<file path="src/design/sptok_pkg.sv">
// shared constants and types for the script push element tokenizer
package sptok_pkg;

   localparam int MAX_SCRIPT_BYTES = 65535;
   localparam int ByteCntW         = $clog2(MAX_SCRIPT_BYTES + 1);

   localparam int IdxW      = 16;
   localparam int ElemCntW  = IdxW + 1;
   localparam int ReqDataW  = 8;
   localparam int RspDataW  = 40;

   typedef struct packed {
      logic            element_start;
      logic [IdxW-1:0] element_index;
      logic            done_res;
      logic [IdxW-1:0] element_count;
      logic            well_formed;
   } sptok_result_type;

endpackage

</file>
<file path="src/design/sptok_walk.sv">
// element walk state and per-byte result logic
module sptok_walk import sptok_pkg::*; (
   input  logic             clock,
   input  logic             reset,
   input  logic             take,
   input  logic [7:0]       script_byte,
   input  logic             last_byte,
   output sptok_result_type result
);

   typedef enum logic [1:0] {
      PH_OPCODE,
      PH_LENGTH,
      PH_DATA
   } phase_type;

   localparam logic [7:0] OpcPushdata1 = 8'd76;
   localparam logic [7:0] OpcPushdata2 = 8'd77;
   localparam logic [7:0] OpcPushdata4 = 8'd78;
   localparam logic [ElemCntW-1:0] ElemLimit = ElemCntW'(1 << IdxW);
   localparam logic [ByteCntW-1:0] ByteMax   = ByteCntW'(MAX_SCRIPT_BYTES);

   phase_type            phase_ff, phase_in;
   logic [2:0]           len_left_ff, len_left_in;
   logic [1:0]           len_shift_ff, len_shift_in;
   logic [31:0]          push_len_ff, push_len_in;
   logic [31:0]          data_left_ff, data_left_in;
   logic [ElemCntW-1:0]  elems_ff, elems_in;
   logic [ByteCntW-1:0]  bytes_ff, bytes_in;
   logic                 overflow_ff, overflow_in;

   logic                 start;
   logic [31:0]          merged;
   logic [2:0]           len_dec;
   logic [31:0]          data_dec;
   logic [ElemCntW-1:0]  idx_wide;
   logic                 wf;

   always_comb begin
      phase_in     = phase_ff;
      len_left_in  = len_left_ff;
      len_shift_in = len_shift_ff;
      push_len_in  = push_len_ff;
      data_left_in = data_left_ff;
      elems_in     = elems_ff;
      bytes_in     = bytes_ff;
      overflow_in  = overflow_ff;
      start        = 1'b0;
      merged       = push_len_ff | ({24'd0, script_byte} << {len_shift_ff, 3'b000});
      len_dec      = len_left_ff - {2'd0, (len_left_ff != 3'd0)};
      data_dec     = data_left_ff - {31'd0, (data_left_ff != 32'd0)};

      // this transfer is byte number MAX+1 or later
      if (bytes_ff == ByteMax) begin
         overflow_in = 1'b1;
      end else begin
         bytes_in = bytes_ff + 1'b1;
      end

      unique case (phase_ff)
         PH_LENGTH: begin
            push_len_in  = merged;
            len_shift_in = len_shift_ff + 2'd1;
            len_left_in  = len_dec;
            if (len_dec == 3'd0) begin
               if (merged == 32'd0) begin
                  phase_in = PH_OPCODE;
               end else begin
                  phase_in     = PH_DATA;
                  data_left_in = merged;
               end
            end
         end
         PH_DATA: begin
            data_left_in = data_dec;
            if (data_dec == 32'd0) begin
               phase_in = PH_OPCODE;
            end
         end
         default: begin
            start    = 1'b1;
            elems_in = elems_ff + {{(ElemCntW-1){1'b0}}, (elems_ff != ElemLimit)};
            if (script_byte == OpcPushdata1 || script_byte == OpcPushdata2 ||
                script_byte == OpcPushdata4) begin
               phase_in     = PH_LENGTH;
               len_left_in  = (script_byte == OpcPushdata1) ? 3'd1 :
                              (script_byte == OpcPushdata2) ? 3'd2 : 3'd4;
               len_shift_in = 2'd0;
               push_len_in  = 32'd0;
            end else if (script_byte != 8'd0 && script_byte < OpcPushdata1) begin
               phase_in     = PH_DATA;
               data_left_in = {24'd0, script_byte};
            end else begin
               phase_in = PH_OPCODE;
            end
         end
      endcase

      idx_wide = (elems_in == '0) ? '0 : elems_in - 1'b1;
      wf       = (phase_in == PH_OPCODE) && !overflow_in && !elems_in[ElemCntW-1];

      result.element_start = start;
      result.element_index = idx_wide[IdxW-1:0];
      result.done_res      = last_byte;
      result.element_count = (last_byte && wf) ? elems_in[IdxW-1:0] : '0;
      result.well_formed   = last_byte && wf;
   end

   always_ff @(posedge clock) begin
      // the final byte returns the walk to its reset state
      if (reset || (take && last_byte)) begin
         phase_ff     <= PH_OPCODE;
         len_left_ff  <= '0;
         len_shift_ff <= '0;
         push_len_ff  <= '0;
         data_left_ff <= '0;
         elems_ff     <= '0;
         bytes_ff     <= '0;
         overflow_ff  <= 1'b0;
      end else if (take) begin
         phase_ff     <= phase_in;
         len_left_ff  <= len_left_in;
         len_shift_ff <= len_shift_in;
         push_len_ff  <= push_len_in;
         data_left_ff <= data_left_in;
         elems_ff     <= elems_in;
         bytes_ff     <= bytes_in;
         overflow_ff  <= overflow_in;
      end
   end

endmodule

</file>
<file path="src/design/script_push_element_tokenizer.sv">
// top level: script element tokenizer with input and result registers
//
//  channel  direction  tdata                                   tuser          tlast
//  req_     in         [7:0] script_byte                       -              last_byte
//  rsp_     out        [15:0] element_index,                   element_start  done_res
//                      [31:16] element_count, [32] well_formed
//
// one byte per clock sustained while rsp_ is not stalled; each byte passes from req to rsp through
// the input register, then the walk update into the result register
// the walk state advances only when the input register hands its byte on
// reset clears the walk and both valid flags; no clearing pass is needed
// a stalled rsp_ holds its result, and req_ keeps flowing until the input register fills
module script_push_element_tokenizer import sptok_pkg::*; (
   input  logic                clock,
   input  logic                reset,
   input  logic                req_tvalid,
   output logic                req_tready,
   input  logic [ReqDataW-1:0] req_tdata,   // [7:0] script_byte
   input  logic                req_tlast,
   output logic                rsp_tvalid,
   input  logic                rsp_tready,
   output logic [RspDataW-1:0] rsp_tdata,   // [15:0] element_index, [31:16] element_count,
                                            // [32] well_formed, [39:33] zero
   output logic                rsp_tuser,   // [0] element_start
   output logic                rsp_tlast
);

   logic             in_valid_ff, in_valid_in;
   logic [7:0]       in_byte_ff;
   logic             in_last_ff;
   logic             rsp_valid_ff, rsp_valid_in;
   sptok_result_type res_ff;
   sptok_result_type res_comb;
   logic             advance;
   logic             req_take;

   assign advance    = in_valid_ff && (!rsp_valid_ff || rsp_tready);
   assign req_tready = !in_valid_ff || advance;
   assign req_take   = req_tvalid && req_tready;

   sptok_walk u_walk (
      .clock       (clock),
      .reset       (reset),
      .take        (advance),
      .script_byte (in_byte_ff),
      .last_byte   (in_last_ff),
      .result      (res_comb)
   );

   always_comb begin
      in_valid_in = in_valid_ff;
      if (req_take) begin
         in_valid_in = 1'b1;
      end else if (advance) begin
         in_valid_in = 1'b0;
      end
      rsp_valid_in = rsp_valid_ff;
      if (advance) begin
         rsp_valid_in = 1'b1;
      end else if (rsp_tready) begin
         rsp_valid_in = 1'b0;
      end
   end

   always_ff @(posedge clock) begin
      if (reset) begin
         in_valid_ff  <= 1'b0;
         rsp_valid_ff <= 1'b0;
      end else begin
         in_valid_ff  <= in_valid_in;
         rsp_valid_ff <= rsp_valid_in;
      end
   end

   always_ff @(posedge clock) begin
      if (req_take) begin
         in_byte_ff <= req_tdata[7:0];
         in_last_ff <= req_tlast;
      end
      if (advance) begin
         res_ff <= res_comb;
      end
   end

   assign rsp_tvalid = rsp_valid_ff;
   assign rsp_tdata  = {7'd0, res_ff.well_formed, res_ff.element_count, res_ff.element_index};
   assign rsp_tuser  = res_ff.element_start;
   assign rsp_tlast  = res_ff.done_res;

endmodule

</file>
<file path="config.mk">
export PLATFORM = sky130hd
export DESIGN_NAME = script_push_element_tokenizer
export DESIGN_NICKNAME = d
export VERILOG_FILES = /design/src/design/sptok_pkg.sv /design/src/design/sptok_walk.sv /design/src/design/script_push_element_tokenizer.sv
export SDC_FILE = /design/constraint.sdc
export NUM_CORES = 1
export LEC_CHECK = 0
export ABC_AREA = 1
export BUFFER_PORTS_ARGS = -buffer_cell sky130_fd_sc_hd__buf_2
export CAP_MARGIN = 15
export CORE_MARGIN = 2
export CORE_UTILIZATION = 55
export CTS_CLUSTER_DIAMETER = 80
export DETAILED_ROUTE_END_ITERATION = 7
export PLACE_DENSITY = 0.73
export RECOVER_POWER = 50
export SKIP_LAST_GASP = 1
export SYNTH_ARGS = -nofsm -noshare
export SYNTH_HDL_FRONTEND = slang
export SYNTH_HIERARCHICAL = 1
export SYNTH_SLANG_ARGS = --single-unit
</file>
<file path="constraint.sdc">
create_clock -name clock -period 5.1 [get_ports clock]
set_input_delay 1.275 -clock clock [delete_from_list [all_inputs] [get_ports clock]]
set_output_delay 1.275 -clock clock [all_outputs]
set_load 0.005 [all_outputs]
</file>
==> out/metrics.yaml, run 1 <==
start_util: 0.565
fp.dieH_um: 129
drv_cap: 0
ir_drop_mv: 0.277
synth_edf_count: 44
cts_buffers: 17
track_usage: 0.277
coreArea_um2: 15200
num_io_pins: 57
period_share: 0.785
ys_types: 55
setup_ws_ns: 1.10
die_w_um: 129
yosysTopAreaCellShare: 0.250
max_slew_margin: 0.375
grt_pass1_vias: 7131
post-cts-setup-buffer-count: 0
rr_worst_depth: 13
grt_pass1_wl_um: 36100
setup_tns_ns: 0
drc: 0
gp_congestion: 0.949
p_comb_frac: 0.188
dpl.cell_count: 1389
synth_flop_cell: "dfxtp_1"
crit_type: "reg -> reg"
cts_max_path_buffers: 2
synth-seq-cells: 151
cts_root_buffer: "clkbuf_16"
finalHoldViolations: 0
avgSynthCellArea_um2: 7.19
post_drt_wl_per_cell_um: 15.7
synthArstFlopShare: 0
r2r_slack_ns: 1.10
final_layout_size_suffix_gt1_frac: 0.0933
final.setup_skew_ns: 0.0111
grt-ovfl-total: 0
synth_seq_area_share: 0.403
worst_pin_slew_ns: 0.932
finalMaxSlewViolations: 0
drt_wl_total_um: 22300
p_per_area_nw_per_um2: 349
r2r_start: "u_walk/phase_ff[0]"
rsz0062_at_grt: "false"
place_hpwl_um: 15500
power.switching_mw: 0.981
yosys_warnings: 6
yosys-top-cells-area: "dfxtp_1 25%, edfxtp_1 15%, nand2_1 11%"
die_area_um2: 16600
portBuffers: 49
antenna_found_initial: 0
power_frac_clock: 0.410
critPathMaxFanout: 16
seqPwrFrac: 0.402
diodes: 0
holdBufCountCts: 0
vias: 8015
start_kind: "register"
critPathCaptureType: "register"
r2r-end: "rsp_tdata[3]"
path_clk_slew_ns: 0.06
cts_tree: "done"
synthCells: 1193
via_per_inst: 5.64
stdcell_count: 1421
cts.repair.resized: 0
outcome: "finished clean"
cp.required_ns: 5.25
pre_cts_ws_ns: 1.18
antenna_left: 0
timing.fmax_mhz: 250
cts_sinks: 151
yosys.area.top_type: "dfxtp_1"
dr.first_iter.drc_count: 992
insertion_delay_ns: 0.44
syn_area_um2: 8580
p_int_mw: 2.31
fp-row-count: 45
nets: 1243
timing.critical_path.to: "rsp_tdata[3]"
syn_to_final_growth_pct: 9.96
final_util: 0.621
p_leak_nw: 3.92
layout_min_cycle_time_ns: 4.00
finalSetupViolCount: 0
grt_max_degree: 61
h-tree-depth: 4
startpoint: "u_walk/phase_ff[0]"
hold_ws_ns: 0.453
hold_path_class: "reg -> reg"
arrival_ns: 4.16
p_sw_frac: 0.298
drt-pass1-iter-count: 6
[power by group through the flow]
stage                     Combinational (mW)  Sequential, mW  Clock, mW
after floorplan                        0.463            1.34          0
after global placement                 0.601            1.35          0
after detailed placement               0.607            1.35          0
after CTS                              0.612            1.32       1.36
after global routing                   0.689            1.33       1.42
final                                  0.619            1.32       1.35
[worst max-delay path, cell delays in order (launching register included)]
cell and delay (ns):
dfxtp_1 0.34, inv_1 0.07, ha_1 0.65, nand2_1 0.11, nor3_1 0.60, nand4_4 0.25, xor2_1 0.45, nand2_1 0.17
nor2_4 0.15, nand4_4 0.10, nor2_2 0.12, nand3_2 0.11, nor2_4 0.47, a21oi_1 0.12
[worst min path at each step]
stage	slack, ns	from	endpoint	cells past startpoint
3_5_place_dp	0.44	u_walk/push_len_ff[23]	u_walk/push_len_ff[23]	2
4_1_cts	0.45	u_walk/push_len_ff[23]	u_walk/push_len_ff[23]	2
6_report	0.45	u_walk/push_len_ff[4]	u_walk/push_len_ff[4]	2
5_1_grt	0.48	u_walk/push_len_ff[4]	u_walk/push_len_ff[4]	2
2_1_floorplan	0.42	u_walk/push_len_ff[23]	u_walk/push_len_ff[23]	2
3_3_place_gp	0.44	u_walk/push_len_ff[6]	u_walk/push_len_ff[6]	2
[layout make-up]
type | count | area (um2)
fill | 1377 | 5760
multi-input combinational | 859 | 4340
sequential | 151 | 3460
inverter | 134 | 504
clock buffer | 19 | 433
timing repair buffer | 57 | 274
tap | 188 | 235
clock inverter | 13 | 193
[cells in the final DEF, fill, tap and decap left out, drive strengths merged, types with 7 or more instances in the layout]
cell type  count
a211oi        14
a21oi         83
a22oi         14
a31oi          8
buf           32
clkbuf        44
clkinv         8
conb           7
dfxtp        107
edfxtp        44
ha            10
inv          134
nand2        263
nand3         48
nand4         19
nor2         189
nor3          33
nor4           7
o21ai        100
o21bai        11
xnor2         10
xor2          18
[cells in the mapped netlist, drive strengths merged (2+ instances only)]
cell type,count
dfxtp,107
nor2,189
a211oi,14
xor2,18
o21bai,11
nand4,19
edfxtp,44
a21oi,83
ha,10
nand3,48
inv,130
xnor2,10
a22oi,14
nand2,263
clkinv,4
o31ai,4
buf,22
nand3b,3
a31o,4
clkbuf,33
nor4,7
o21ai,100
or2,4
nor3,33
a31oi,8
and2,2
nor3b,2
a211o,2
[registers in the layout (all words and copies together), names as in the netlist, 3 cells and up]
signal and flops:
u_walk/len_left_ff 3, in_byte_ff 8, u_walk/push_len_ff 32, rsp_tdata 33, u_walk/data_left_ff 32, u_walk/bytes_ff 16, u_walk/elems_ff 17
[layer usage]
metal  global-route usage  part of all wire  vias to the layer above
met4               0.0882             0.019                        0
met5                    0                 0                        -
met2                0.415              0.44                      354
li1                     -                 -                     3975
met3               0.0557             0.086                       39
met1                0.401              0.46                     3647
[kinds of logic after synthesis]
| family | count (synthesis) | share of synthesized area |
|---|---|---|
| compound gates | 244 | 0.161 |
| buf+inv | 189 | 0.0924 |
| simple gates | 570 | 0.296 |
| fa+ha+maj | 10 | 0.0146 |
| xor+xnor | 28 | 0.0316 |
| other cells | 1 | 0.000437 |
| flops | 151 | 0.403 |
[metrics by stage]
step	total power [mW]	instance area, um2
2_1_floorplan	1.81	8610
4_1_cts	3.30	9500
6_report	3.29	9440
5_1_grt	3.44	9440
3_3_place_gp	1.95	8870
3_5_place_dp	1.96	8870
(Power assumes the default switching activity.)
==> inputs of run 2 (changes only) <==
--- a/config.mk
+++ b/config.mk
@@ -5,14 +5,14 @@
 export SDC_FILE = /design/constraint.sdc
 export NUM_CORES = 1
 export LEC_CHECK = 0
-export ABC_AREA = 1
+export ABC_AREA = 0
 export BUFFER_PORTS_ARGS = -buffer_cell sky130_fd_sc_hd__buf_2
 export CAP_MARGIN = 15
 export CORE_MARGIN = 2
-export CORE_UTILIZATION = 55
+export CORE_UTILIZATION = 60
 export CTS_CLUSTER_DIAMETER = 80
 export DETAILED_ROUTE_END_ITERATION = 7
-export PLACE_DENSITY = 0.73
+export PLACE_DENSITY = 0.76
 export RECOVER_POWER = 50
 export SKIP_LAST_GASP = 1
 export SYNTH_ARGS = -nofsm -noshare
==> constraint.sdc (replaced) <==
create_clock -name clock -period 3.7 [get_ports clock]
set_input_delay 0.925 -clock clock [delete_from_list [all_inputs] [get_ports clock]]
set_output_delay 0.925 -clock clock [all_outputs]
set_load 0.005 [all_outputs]
==> run 2 against run 1 <==
The run now ends with design-rule violations, negative setup slack left. Fmax is essentially flat. Critical path type unchanged. Critical path depth is the same. Setup slack lost 1.4 ns. Area after synthesis shrank 2.1%. Count of clock-buffer cells in the layout grew 1.
==> out/metrics.yaml, run 2 <==
hold_ws_ns: 0.473
grt_max_degree: 55
final_layout_size_suffix_gt1_frac: 0.213
rsz0062_at_grt: "true"
finalMaxSlewViolations: 0
finalSetupViolCount: 20
avgSynthCellArea_um2: 8.71
dr.first_iter.drc_count: 1013
h-tree-depth: 4
finalHoldViolations: 0
cts_buffers: 17
nFillCells: 1024
largest_register_ffs: 33
critPathMaxFanout: 6
syn_to_final_growth_pct: 20.5
track_usage: 0.301
path_clk_slew_ns: 0.06
die_w_um: 122
start_kind: "register"
yosys-top-cells-area: "dfxtp_1 25%, edfxtp_1 16%, nor2_1 5.7%"
arrival_ns: 4.22
dpl.cell_count: 1222
timing.fmax_mhz: 250
outcome: "finished, violations left"
coreArea_um2: 13800
grt_pass1_vias: 7086
synth_seq_area_share: 0.412
cp.required_ns: 3.92
ys_types: 80
drt-pass1-iter-count: 8
drc: 1
worst_pin_slew_ns: 1.36
register_area_um2: 3470
layout_min_cycle_time_ns: 4.00
grt-ovfl-total: 0
drt_wl_total_um: 23100
setup_ws_ns: -0.300
synth_flop_cell: "dfxtp_1"
nets: 1091
synthTopCellsByCount: "128 x nor2_1, 107 x dfxtp_1, 73 x nand2_1"
final.setup_skew_ns: 0.00750
final_cell_mix: "128 x nor2_1, 101 x dfxtp_1, 97 x buf_4"
cts_tree: "done"
yosys.area.top_type: "dfxtp_1"
vias: 7948
period_share: 1.08
synth_edf_count: 44
syn_area_um2: 8410
p_per_area_nw_per_um2: 414
antenna_left: 0
holdBufCountCts: 0
hold_path_class: "reg -> reg"
antenna_found_initial: 0
failed_checks: "design-rule violations, negative setup slack"
critPathCaptureType: "register"
yosys_warnings: 6
p_int_mw: 3.17
p_sw_frac: 0.243
post_drt_wl_per_cell_um: 18.4
multi_input_area_um2: 4650
p_comb_frac: 0.128
start_util: 0.610
drv_cap: 0
portBuffers: 49
num_io_pins: 57
synthCells: 965
p_leak_nw: 3.72
synth-seq-cells: 151
cts_max_path_buffers: 2
crit_type: "reg -> reg"
power_frac_clock: 0.449
fp.dieH_um: 122
synthArstFlopShare: 0
via_per_inst: 6.30
seqPwrFrac: 0.423
diodes: 0
fp-row-count: 43
yosysMostFrequentCell: "nor2_1"
yosysTopAreaCellShare: 0.255
final_common_cell: "nor2_1"
stdcell_count: 1261
grt_pass1_wl_um: 35600
die_area_um2: 15000
insertion_delay_ns: 0.42
ir_drop_mv: 0.343
cts_sinks: 151
power.switching_mw: 1.02
cts_root_buffer: "clkbuf_16"
max_slew_margin: 0.0906
place_hpwl_um: 15200
gp_congestion: 0.987
[run 2: cell types whose count changed in the layout (fill, tap and decap cells not counted), moves of 19 or more]
| cell | change |
|---|---|
| nand2_1 | -183 |
| inv_1 | -98 |
| buf_4 | +89 |
| o21ai_0 | -82 |
| nor2_1 | -40 |
| xnor2_1 | +32 |
| nand3_1 | -25 |
| a21oi_1 | -21 |
| or3_1 | +20 |
| a22oi_1 | +19 |
[run 2: layer usage]
metal	up-vias	routed length [um]	part of all wire	track usage
met2	519	10300	0.44	0.453
met4	0	628	0.027	0.119
met3	67	2490	0.11	0.0711
met1	3646	9750	0.42	0.418
li1	3716	-	-	-
met5	-	0	0	0
[run 2: layout make-up]
cell class	instances	share of cell area
Clock buffer	20	0.0431
Clock inverter	12	0.0195
Inverter	29	0.0107
Multi-Input combinational cell	715	0.459
Sequential cell	151	0.343
Tap cell	180	0.0222
Timing Repair Buffer	154	0.102
[run 2: per-stage QoR]
stage | TNS [ns] | utilization | worst slack [ns] | instance area [um2] | power [mW]
finish | -3.70 | 0.735 | -0.300 | 10100 | 4.19
CTS | -4.43 | 0.727 | -0.301 | 10000 | 4.15
global placement | -5.50 | 0.679 | -0.373 | 9360 | 2.29
floorplan | -0.993 | - | -0.119 | 8470 | 2.11
detailed placement | -6.56 | 0.679 | -0.437 | 9360 | 2.29
global route | -7.32 | 0.735 | -0.406 | 10100 | 4.31
[run 2: worst paths after layout]
path / from / endpoint / slack, ns / depth (start not counted)
setup / recovery: u_walk/data_left_ff[29] / rsp_tdata[23] / -0.30 / 13
hold / removal: in_valid_ff / rsp_tvalid / 0.47 / 2
hold reg to reg: in_valid_ff / rsp_tvalid / 0.47 / 2
setup reg to reg: u_walk/data_left_ff[29] / rsp_tdata[23] / -0.30 / 13
[run 2: cells by family (layout without fill, tap and decap cells)]
kind of cell    after synthesis  count (layout)  synth area share
simple gates                396             396             0.245
compound gates              214             215             0.176
flops                       151             151             0.412
buf+inv                     106             215            0.0563
xor+xnor                     74              74            0.0771
mux                          13              13            0.0176
fa+ha+maj                    10              10            0.0149
other cells                   1               7          0.000446
[run 2: timing repair]
action                                  in CTS  in global routing
resized for setup                            4                 26
endpoints found under the setup margin      20                 35
pin swaps                                    3                 12
hold endpoints to repair                     0                  0
setup buffers                                1                  5
cloned                                       0                  1
[run 2: power by group through the flow]
stage          Clock (mW)  Combinational, mW  Sequential (mW)
2_1_floorplan           0              0.316             1.80
3_3_place_gp            0              0.482             1.81
3_5_place_dp            0              0.487             1.81
4_1_cts              1.89              0.493             1.77
5_1_grt              1.96              0.579             1.78
6_report             1.88              0.538             1.77
[run 2: critical path, stage by stage (launching register included)]
cell      delay (ns)
dfxtp_2         0.32
or3_4           0.38
or4_4           0.53
or4_4           0.44
ha_4            0.19
ha_4            0.25
or4bb_1         0.42
nor4_2          0.14
nand4b_1        0.13
nor4_2          0.14
nand4_1         0.14
buf_6           0.17
o21a_4          0.23
a211oi_1        0.32
